**config.mk**
```make
export PLATFORM = sky130hd
export DESIGN_NAME = dual_servo_pwm_jog_controller_core
export DESIGN_NICKNAME = d
export VERILOG_FILES = /design/src/rtl/core/dspjc_pkg.sv /design/src/rtl/core/dspjc_cfg_regs.sv /design/src/rtl/core/dspjc_cmd_decode.sv /design/src/rtl/core/dspjc_datapath.sv /design/src/rtl/core/dual_servo_pwm_jog_controller_core.sv
export SDC_FILE = /design/constraint.sdc
export NUM_CORES = 1
export LEC_CHECK = 0
export BUFFER_PORTS_ARGS = -buffer_cell sky130_fd_sc_hd__buf_2
export CORE_MARGIN = 4
export CORE_UTILIZATION = 55
export CTS_BUF_LIST = sky130_fd_sc_hd__clkbuf_16
export DETAILED_ROUTE_END_ITERATION = 6
export GPL_ROUTABILITY_DRIVEN = 1
export HOLD_SLACK_MARGIN = 0.15
export PLACE_DENSITY = 0.74
export SKIP_LAST_GASP = 1
export SYNTH_ARGS = -nofsm -noshare
export SYNTH_HDL_FRONTEND = slang
export SYNTH_SLANG_ARGS = --single-unit
```
**constraint.sdc**
```tcl
create_clock -name clk -period 8.5 [get_ports clk]
set_clock_uncertainty 0.15 [all_clocks]
set_input_delay 0 -clock clk [delete_from_list [all_inputs] [get_ports clk]]
set_output_delay 0 -clock clk [all_outputs]
set_load 0.01 [all_outputs]
```
**src/rtl/core/dspjc_pkg.sv**
```systemverilog
// Shared types and constants for the dual-axis servo PWM jog controller.
`timescale 1ns / 1ps

package dspjc_pkg;

  localparam int COUNT_BITS = 12;
  localparam int REG_W      = 12;
  localparam int CMP_W      = (COUNT_BITS > REG_W) ? COUNT_BITS : REG_W;
  localparam int CMD_W      = 8;
  localparam int CFG_IDX_W  = 3;

  localparam logic [REG_W-1:0] PERIOD_RST = REG_W'(300);
  localparam logic [REG_W-1:0] X_LO_RST   = REG_W'(6);
  localparam logic [REG_W-1:0] X_HI_RST   = REG_W'(37);
  localparam logic [REG_W-1:0] Y_LO_RST   = REG_W'(6);
  localparam logic [REG_W-1:0] Y_HI_RST   = REG_W'(20);
  localparam logic [REG_W-1:0] X_W_RST    = REG_W'(21);
  localparam logic [REG_W-1:0] Y_W_RST    = REG_W'(6);

  localparam logic KIND_TICK = 1'b0;
  localparam logic KIND_CMD  = 1'b1;

  localparam logic [CMD_W-1:0] CMD_E1 = 8'hE1;
  localparam logic [CMD_W-1:0] CMD_E2 = 8'hE2;
  localparam logic [CMD_W-1:0] CMD_E3 = 8'hE3;
  localparam logic [CMD_W-1:0] CMD_E4 = 8'hE4;
  localparam logic [CMD_W-1:0] CMD_E5 = 8'hE5;
  localparam logic [CMD_W-1:0] CMD_E6 = 8'hE6;
  localparam logic [CMD_W-1:0] CMD_E7 = 8'hE7;
  localparam logic [CMD_W-1:0] CMD_E8 = 8'hE8;
  localparam logic [CMD_W-1:0] CMD_E9 = 8'hE9;

  typedef enum logic [CFG_IDX_W-1:0] {
    REG_PERIOD = 3'd0,
    REG_X_LO   = 3'd1,
    REG_X_HI   = 3'd2,
    REG_Y_LO   = 3'd3,
    REG_Y_HI   = 3'd4
  } cfg_reg_t;

  typedef struct packed {
    logic [REG_W-1:0] period;
    logic [REG_W-1:0] x_lo;
    logic [REG_W-1:0] x_hi;
    logic [REG_W-1:0] y_lo;
    logic [REG_W-1:0] y_hi;
  } cfg_t;

  typedef struct packed {
    logic x_dn;
    logic x_up;
    logic y_dn;
    logic y_up;
    logic echo;
  } jog_t;

  typedef struct packed {
    logic             pwm_x;
    logic             pwm_y;
    logic             echo_valid;
    logic [CMD_W-1:0] echo_byte;
    logic [REG_W-1:0] x_width;
    logic [REG_W-1:0] y_width;
  } result_t;

endpackage

```
**src/rtl/core/dspjc_cfg_regs.sv**
```systemverilog
// Configuration register file: period and pulse width limits.
`timescale 1ns / 1ps

module dspjc_cfg_regs
  import dspjc_pkg::*;
(
  input  logic                 clk,
  input  logic                 rst_n,
  input  logic                 wr_en,
  input  logic [CFG_IDX_W-1:0] wr_idx,
  input  logic [REG_W-1:0]     wr_data,
  output cfg_t                 cfg
);

  cfg_t cfg_r;
  cfg_t cfg_nxt;

  always_comb begin
    cfg_nxt = cfg_r;
    if (wr_en) begin
      unique case (wr_idx)
        REG_PERIOD: cfg_nxt.period = wr_data;
        REG_X_LO:   cfg_nxt.x_lo   = wr_data;
        REG_X_HI:   cfg_nxt.x_hi   = wr_data;
        REG_Y_LO:   cfg_nxt.y_lo   = wr_data;
        REG_Y_HI:   cfg_nxt.y_hi   = wr_data;
        default:    cfg_nxt        = cfg_r;
      endcase
    end
  end

  always_ff @(posedge clk) begin
    if (!rst_n) begin
      cfg_r.period <= PERIOD_RST;
      cfg_r.x_lo   <= X_LO_RST;
      cfg_r.x_hi   <= X_HI_RST;
      cfg_r.y_lo   <= Y_LO_RST;
      cfg_r.y_hi   <= Y_HI_RST;
    end else begin
      cfg_r <= cfg_nxt;
    end
  end

  assign cfg = cfg_r;

endmodule

```
**src/rtl/core/dspjc_cmd_decode.sv**
```systemverilog
// Command byte decoder: jog directions for both axes and echo request.
`timescale 1ns / 1ps

module dspjc_cmd_decode
  import dspjc_pkg::*;
(
  input  logic [CMD_W-1:0] cmd,
  output jog_t             jog
);

  always_comb begin
    jog = '0;
    unique case (cmd) inside
      CMD_E1, CMD_E4, CMD_E7: jog.x_dn = 1'b1;
      CMD_E3, CMD_E6, CMD_E9: jog.x_up = 1'b1;
      default:                jog.x_dn = 1'b0;
    endcase
    unique case (cmd) inside
      CMD_E1, CMD_E2, CMD_E3: jog.y_up = 1'b1;
      CMD_E7, CMD_E8, CMD_E9: jog.y_dn = 1'b1;
      default:                jog.y_up = 1'b0;
    endcase
    jog.echo = (cmd == CMD_E1);
  end

endmodule

```
**src/rtl/core/dspjc_datapath.sv**
```systemverilog
// Period counter, pulse width jog and PWM level state with next-result logic.
`timescale 1ns / 1ps

module dspjc_datapath
  import dspjc_pkg::*;
(
  input  logic             clk,
  input  logic             rst_n,
  input  logic             accept,
  input  logic             kind,
  input  logic [CMD_W-1:0] cmd,
  input  jog_t             jog,
  input  cfg_t             cfg,
  output result_t          res
);

  logic [COUNT_BITS-1:0] cnt_r, cnt_nxt, cnt_inc;
  logic [REG_W-1:0]      x_w_r, x_w_nxt;
  logic [REG_W-1:0]      y_w_r, y_w_nxt;
  logic                  pwm_x_r, pwm_x_nxt;
  logic                  pwm_y_r, pwm_y_nxt;
  logic                  is_tick;

  assign is_tick = (kind == KIND_TICK);
  assign cnt_inc = cnt_r + COUNT_BITS'(1);

  always_comb begin
    cnt_nxt   = cnt_r;
    x_w_nxt   = x_w_r;
    y_w_nxt   = y_w_r;
    pwm_x_nxt = pwm_x_r;
    pwm_y_nxt = pwm_y_r;
    if (is_tick) begin
      cnt_nxt   = (CMP_W'(cnt_inc) >= CMP_W'(cfg.period)) ? '0 : cnt_inc;
      pwm_x_nxt = (CMP_W'(cnt_nxt) <= CMP_W'(x_w_r));
      pwm_y_nxt = (CMP_W'(cnt_nxt) <= CMP_W'(y_w_r));
    end else begin
      if (jog.x_dn && (x_w_r > cfg.x_lo)) begin
        x_w_nxt = x_w_r - REG_W'(1);
      end else if (jog.x_up && (x_w_r < cfg.x_hi)) begin
        x_w_nxt = x_w_r + REG_W'(1);
      end
      if (jog.y_dn && (y_w_r > cfg.y_lo)) begin
        y_w_nxt = y_w_r - REG_W'(1);
      end else if (jog.y_up && (y_w_r < cfg.y_hi)) begin
        y_w_nxt = y_w_r + REG_W'(1);
      end
    end
  end

  always_ff @(posedge clk) begin
    if (!rst_n) begin
      cnt_r   <= '0;
      x_w_r   <= X_W_RST;
      y_w_r   <= Y_W_RST;
      pwm_x_r <= 1'b1;
      pwm_y_r <= 1'b1;
    end else if (accept) begin
      cnt_r   <= cnt_nxt;
      x_w_r   <= x_w_nxt;
      y_w_r   <= y_w_nxt;
      pwm_x_r <= pwm_x_nxt;
      pwm_y_r <= pwm_y_nxt;
    end
  end

  always_comb begin
    res.pwm_x      = pwm_x_nxt;
    res.pwm_y      = pwm_y_nxt;
    res.echo_valid = !is_tick && jog.echo;
    res.echo_byte  = (!is_tick && jog.echo) ? cmd : '0;
    res.x_width    = x_w_nxt;
    res.y_width    = y_w_nxt;
  end

  a_tick_holds_widths: assert property (@(posedge clk) disable iff (!rst_n)
    accept && is_tick |=> $stable(x_w_r) && $stable(y_w_r))
    else $error("pulse width moved on a tick transaction");

  a_cmd_holds_counter: assert property (@(posedge clk) disable iff (!rst_n)
    accept && !is_tick |=> $stable(cnt_r) && $stable(pwm_x_r) && $stable(pwm_y_r))
    else $error("counter or PWM level moved on a command transaction");

  a_counter_below_period: assert property (@(posedge clk) disable iff (!rst_n)
    accept && is_tick |=> (cnt_r == '0) || (CMP_W'(cnt_r) < CMP_W'($past(cfg.period))))
    else $error("period counter not wrapped at period");

endmodule

```
**src/rtl/core/dual_servo_pwm_jog_controller_core.sv**
```systemverilog
// Top level of the dual-axis servo PWM jog controller.
`timescale 1ns / 1ps

// Takes one transaction per clock: a tick (kind 0) advances the period counter and
// refreshes both PWM levels, a command byte (kind 1, codes 0xE1 to 0xE9) jogs the x and
// y pulse widths by one step within the configured limits. Every input transaction
// yields exactly one result in the next cycle, held in an output register; the input
// stalls only while that register is full and the result side stalls. Configuration
// writes are always ready and must be issued while no transaction is in flight.

module dual_servo_pwm_jog_controller_core
  import dspjc_pkg::*;
(
  input  logic                 clk,
  input  logic                 rst_n,
  input  logic                 in_valid,
  output logic                 in_stall,
  input  logic                 in_kind,
  input  logic [CMD_W-1:0]     in_command_byte,
  output logic                 out_valid,
  input  logic                 out_stall,
  output logic                 out_pwm_x,
  output logic                 out_pwm_y,
  output logic                 out_echo_valid,
  output logic [CMD_W-1:0]     out_echo_byte,
  output logic [REG_W-1:0]     out_x_width,
  output logic [REG_W-1:0]     out_y_width,
  input  logic                 cfg_valid,
  output logic                 cfg_ready,
  input  logic [CFG_IDX_W-1:0] cfg_index,
  input  logic [REG_W-1:0]     cfg_data
);

  cfg_t    cfg;
  jog_t    jog;
  result_t res;
  result_t res_r;
  logic    out_valid_r, out_valid_nxt;
  logic    accept;

  assign cfg_ready = 1'b1;
  assign in_stall  = out_valid_r && out_stall;
  assign accept    = in_valid && !in_stall;

  dspjc_cfg_regs u_cfg (
    .clk     (clk),
    .rst_n   (rst_n),
    .wr_en   (cfg_valid && cfg_ready),
    .wr_idx  (cfg_index),
    .wr_data (cfg_data),
    .cfg     (cfg)
  );

  dspjc_cmd_decode u_dec (
    .cmd (in_command_byte),
    .jog (jog)
  );

  dspjc_datapath u_dp (
    .clk    (clk),
    .rst_n  (rst_n),
    .accept (accept),
    .kind   (in_kind),
    .cmd    (in_command_byte),
    .jog    (jog),
    .cfg    (cfg),
    .res    (res)
  );

  always_comb begin
    out_valid_nxt = out_valid_r;
    if (accept) begin
      out_valid_nxt = 1'b1;
    end else if (!out_stall) begin
      out_valid_nxt = 1'b0;
    end
  end

  always_ff @(posedge clk) begin
    if (!rst_n) begin
      out_valid_r <= 1'b0;
    end else begin
      out_valid_r <= out_valid_nxt;
    end
  end

  always_ff @(posedge clk) begin
    if (accept) begin
      res_r <= res;
    end
  end

  assign out_valid      = out_valid_r;
  assign out_pwm_x      = res_r.pwm_x;
  assign out_pwm_y      = res_r.pwm_y;
  assign out_echo_valid = res_r.echo_valid;
  assign out_echo_byte  = res_r.echo_byte;
  assign out_x_width    = res_r.x_width;
  assign out_y_width    = res_r.y_width;

  a_accept_gives_result: assert property (@(posedge clk) disable iff (!rst_n)
    accept |=> out_valid)
    else $error("accepted transaction produced no result");

  a_echo_byte_matches: assert property (@(posedge clk) disable iff (!rst_n)
    out_valid && out_echo_valid |-> out_echo_byte == CMD_E1)
    else $error("echo byte differs from echo command");

  a_tick_no_echo: assert property (@(posedge clk) disable iff (!rst_n)
    accept && (in_kind == KIND_TICK) |=> !out_echo_valid && (out_echo_byte == '0))
    else $error("echo raised on a tick transaction");

endmodule
```
# Word-level counts from Yosys, hierarchy flattened
# Index checks and enable logic that the tools add are counted.
[word_totals]
register_bits = 134
latchBits = 0
ram_bits = 0
rom_bits = 0
in_bits = 29
out_inout_bits = 38
n_memories = 0
[op_classes]
addsub = 5
n_mul = 0
div_mod_pow = 0
order_cmp = 7
n_eq_ne = 13
shift = 0
n_mux = 15
bitwise = 1
n_reduce_logical = 19
[op_table]
columns = ["operator", "n"]
rows = [
  ["two-way mux 12 bit", 7],
  ["== test 8 bit, second input constant", 8],
  ["adder 12 x 1 -> 12 bit, second input constant", 3],
  ["> comparator 12 bit", 2],
  ["<= comparator 12 bit", 2],
  ["< comparator 12 bit", 2],
  ["subtractor 12 x 1 -> 12 bit, second input constant", 2],
  ["greater-or-equal comparator 12 bit", 1],
  ["AND reduction 2 bit", 6],
  ["OR reduction 3 bit", 4],
  ["two-way mux 1 bit", 8],
  ["logical AND 1 bit", 7],
  ["== test 3 x 2 -> 1 bit, second input constant", 2],
  ["== test 3 x 1 -> 1 bit, second input constant", 1],
  ["== test 3 bit, second input constant", 1],
  ["zero test 3 bit", 1],
  ["inequality test 2 x 1 -> 1 bit, second input constant", 1],
  ["zero test 1 bit", 1],
  ["inverter 1 bit", 1],
]

# Logic depth before layout (Yosys ltp)
[depth]
word_depth = 7
depth_mapped = 22

# Hierarchy
# From an unflattened synthesis, not the netlist that was laid out.
[hier_totals]
hier_cells = 956
area_unflattened_um2 = 8540.7
[by_module_without_submodules]
columns = ["mod", "instances", "cells_each", "area_per_inst_um2", "seq_area_each_um2"]
rows = [
  ["dspjc_datapath", 1, 680, 5042.3, 760.7],
  ["dspjc_cfg_regs", 1, 219, 2293.4, 1201.2],
  ["dual_servo_pwm_jog_controller_core", 1, 41, 1104.8, 1071.0],
  ["dspjc_cmd_decode", 1, 16, 100.1, 0.0],
]

# Worst setup path after synthesis
# OpenSTA, ideal clock, no wires.
[synth_path]
path_kind = "register to register"
start = "register u_dp.cnt_r[0]"
end = "register u_dp.pwm_x_r"
setup_time_ns = 0.130
arrival_time_ns = 4.001
setup_slack_ns = 4.219
stages_incl_launch_ff = 22
path_buffers = 1
synth_period_minus_slack_ns = 4.281
cell_sequence = "dfxtp_1 -> ha_1 -> nand3_1 -> nor2_1 -> and3_1 -> nand3_1 -> xor2_1 -> inv_1 -> ha_1 -> a2111oi_0 -> o211a_1 -> nor2_1 -> clkbuf_1 -> nor2_1 -> ha_1 -> a21o_1 -> a21o_1 -> a21oi_1 -> or2_2 -> a311oi_1 -> a22o_1 -> nand2_1"
[synth_between]
elab_chain_len = 5
[synth_rtl]
columns = ["item", "line", "text"]
rows = [
  ["from (decl)", "dspjc_datapath.sv:17", "logic [COUNT_BITS-1:0] cnt_r, cnt_nxt, cnt_inc;"],
  ["from (signal assigned)", "dspjc_datapath.sv:59", "cnt_r <= cnt_nxt;"],
  ["adder 12 x 1 -> 12 bit (*)", "dspjc_datapath.sv:25", "assign cnt_inc = cnt_r + COUNT_BITS'(1);"],
  ["greater-or-equal comparator 12 bit", "dspjc_datapath.sv:34", "cnt_nxt = (CMP_W'(cnt_inc) >= CMP_W'(cfg.period)) ? '0 : cnt_inc;"],
  ["two-way mux 12 bit (*)", "dspjc_datapath.sv:34", ""],
  ["<= comparator 12 bit (*)", "dspjc_datapath.sv:35", "pwm_x_nxt = (CMP_W'(cnt_nxt) <= CMP_W'(x_w_r));"],
  ["two-way mux 1 bit (*)", "dspjc_datapath.sv:33", "if (is_tick) begin"],
  ["to (signal assigned)", "dspjc_datapath.sv:62", "pwm_x_r <= pwm_x_nxt;"],
  ["to (decl)", "dspjc_datapath.sv:20", "logic pwm_x_r, pwm_x_nxt;"],
]
# Every way passes the cells marked *; elsewhere a longest branch is shown, timed or not.
# A chain may end at the register's enable or synchronous reset.

# Worst setup path in the final report
# Ends and elaborated chain as after synthesis.

==> reports/qor.txt <==
vias in the first global route -> 6722
crit-path max FO -> 17
CTS clk-pin slew, worst paths -> 60 ps
first-iteration detailed-routing DRC count -> 681
Final Max Slew Viols -> 0
antenna cells -> 0
final hold viol count -> 0
CP endpoint kind -> flop
final setup TNS -> 0 ps
status -> complete, no violations
slew margin rel. -> 0.338
wire length per cell -> 16.8 µm
most area-hungry cell type in the Yosys netlist -> dfxtp_1
Tcrit/Tclk final -> 0.592
largest net degree at the start of global routing -> 50
worst endpoint data arrival time -> 5170 ps
async set or reset register ratio after synthesis -> 0
area grow syn2layout -> 18.0%
Post-Route WL -> 20900 µm
Setup CP Type -> reg2reg
worst skew pair latency -> 430 ps
top_reg_cell synth -> dfxtp_1
total CTS buffers -> 17
Slew @ Worst Pin -> 989 ps
Max Fclk -> 199 MHz
# H-tree levels -> 4
Longest Clk Path Bufs -> 2
global-route usage over all layers -> 0.262
placer's final routability congestion estimate -> 0.931
TritonRoute pass-1 iters -> 5
final-report setup violation count -> 0
top cell type's share of synthesized area -> 0.245
DIE AREA -> 16700 µm²
Clock Sinks -> 134
Mapped Area -> 8090 µm²
Comb power frac -> 0.066
global-route wire length before repair -> 34200 µm
initial core utilization -> 0.559
Mean Syn Cell Area -> 8.47 µm²
number of post-CTS setup repair buffers -> 0
Max VDD drop -> 0.144 mV
Critical Path Start Type -> flop
area of the multi-input gates -> 4550 µm²
Max-cap violations -> 0
grt total ovfl -> 0
number of synthesized flops with an enable pin -> 35
synth top area cells -> dfxtp_1 (24%), ha_1 (13%), edfxtp_1 (13%)
switching share of total power -> 0.224
RSZ-0062 raised after global routing -> false
dpl ws -> 3540 ps
post-synthesis sequential area ratio -> 0.375
via density per instance -> 5.68
final core utilization -> 0.660
Synth top cells by count -> nand2_1 (155), dfxtp_1 (99), inv_1 (96)
peak per-stage delay on the critical path -> 780 ps
cell chain of the critical path -> ha_1 -> nand3_1 -> nor2_1 -> and3_1 -> nand3_1 -> xor2_1 -> inv_1 -> ha_1 -> o21ai_0 -> nand2b_1 -> a21oi_1 -> nor2_1 -> nor2b_1 -> ha_1 -> a21o_1 -> a21o_1 -> a21oi_1 -> or2_2 -> a311oi_1 -> a22o_1 -> nand2_1
initial antenna violation count -> 0
HP Class -> in2reg
Seq pwr share -> 0.428
die width -> 129 µm
Cell Rows -> 44
most used cell, CP -> ha_1
most common cell in the synthesized netlist -> nand2_1
core box area -> 14500 µm²
Die Y -> 129 µm
P_leak -> 3.97 nW
DRT antenna net count -> 0
Net Switching -> 352 µW
PortBufs -> 65
IO Pins -> 67
synthesized instance count -> 955
fin nets -> 1162
sequential cell area -> 3030 µm²
Resized Gates After CTS -> 0
Root Buffer -> clkbuf_16
CTS tree -> done
Clk pwr share -> 0.506
via count -> 7059
Ys Warns -> 0
Crit-path slowest cell -> nor2_1
Netlist cell types -> 65
Final min period -> 5030 ps
DR DRC count -> 0
worst path required time -> 8630 ps
share of layout cells above drive strength 1 -> 0.110
Final WS setup -> 3470 ps
Layout fillers -> 1196
Detailed Place HPWL -> 15000 µm
cts hold-fix bufs -> 38
internal power -> 1.22 mW
Yosys reg bits -> 134
Pwr Density -> 165 nW/µm²
layer usage:
layer  up-vias  global-route usage  share of wire  routed length (µm)
met5         -                   0              0                   0
met4         0               0.127          0.040                 835
met3        44              0.0416          0.066                1370
met2       237               0.397           0.44                9110
met1      3265               0.364           0.46                9590
li1       3513                   -              -                   -
placed cells by master, fill, tap and decap left out, types with 4 or more instances in the layout:
master	instances
nand2_1	155
dfxtp_1	99
inv_1	95
ha_1	87
a21oi_1	78
buf_2	65
nor2_1	52
xnor2_1	44
dlygate4sd3_1	38
edfxtp_1	35
nand3_1	26
o21ai_0	19
o211ai_1	18
a22oi_1	17
clkbuf_16	17
and3_1	15
nand4_1	15
nor2b_1	14
xor2_1	14
o22ai_1	13
a21o_1	11
nor3_1	11
a211oi_1	9
and4_1	8
o21a_1	7
o31ai_1	6
nand2b_1	5
o32ai_1	5
conb_1	5
bufinv_16	5
a31oi_1	4
and2_1	4
or2_2	4
or3_1	4
clkinv_2	4
buf_4	4
sequential cells by signal (all words and copies together), names as in the netlist:
signal          flops
u_cfg.cfg          60
u_dp.pwm_y_r        1
out_y_width        12
u_dp.y_w_r         12
u_dp.pwm_x_r        1
u_dp.cnt_r         12
out_echo_byte       8
out_echo_valid      1
out_x_width        12
u_dp.x_w_r         12
out_pwm_y           1
out_valid           1
out_pwm_x           1
logic make-up after synthesis:
group	share of synthesized area
muxes	0.00526
buffers and inverters	0.0637
adders and majority gates	0.135
other	0.000928
AOI/OAI and AO/OA	0.168
xor gates and xnor gates	0.0628
DFF	0.375
and+or+nand+nor	0.190
path summary, 6_finish.rpt:
path	start	to	slack (ps)	cells past startpoint
min	in_command_byte[4]	out_echo_byte[6]	260	4
max reg2reg	u_dp.cnt_r[0]	u_dp.pwm_x_r	3470	21
min reg2reg	u_cfg.cfg[20]	u_cfg.cfg[20]	300	2
max	u_dp.cnt_r[0]	u_dp.pwm_x_r	3470	21
critical path: cells and delay by family, from the launching register on:
kind,cells,cell delay (ps)
buf+inv,1,80
xor+xnor,1,240
flops,1,440
fa+ha+maj,3,890
simple gates,9,2050
compound gates,7,1020
power groups by stage:
stage / combinational (mW) / sequential, mW / clock [mW]
final: 0.104 / 0.674 / 0.797
after floorplan: 0.0540 / 0.691 / 0
after global routing: 0.117 / 0.676 / 0.831
after CTS: 0.103 / 0.674 / 0.806
after global placement: 0.0912 / 0.687 / 0
after detailed placement: 0.0922 / 0.688 / 0
stage by stage:
step / power [mW] / hold WS (ps) / instances / instance area [µm²]
after floorplan: 0.745 / -26.1 / 958 / 8100
after global placement: 0.778 / 73.6 / 1173 / 8540
after detailed placement: 0.780 / 85.2 / 1173 / 8540
after CTS: 1.58 / 231 / 1243 / 9550
after global routing: 1.62 / 282 / 1243 / 9550
final: 1.58 / 262 / 1243 / 9550
cell type report:
class,count,area share
clock buffers,17,0.0445
clock inverters,15,0.0219
inverters,97,0.0381
multi-input cells,689,0.477
flip-flops and latches,134,0.318
well taps,184,0.0241
repair buffers,107,0.0770
No activity file was read; power rests on OpenSTA's default activity.
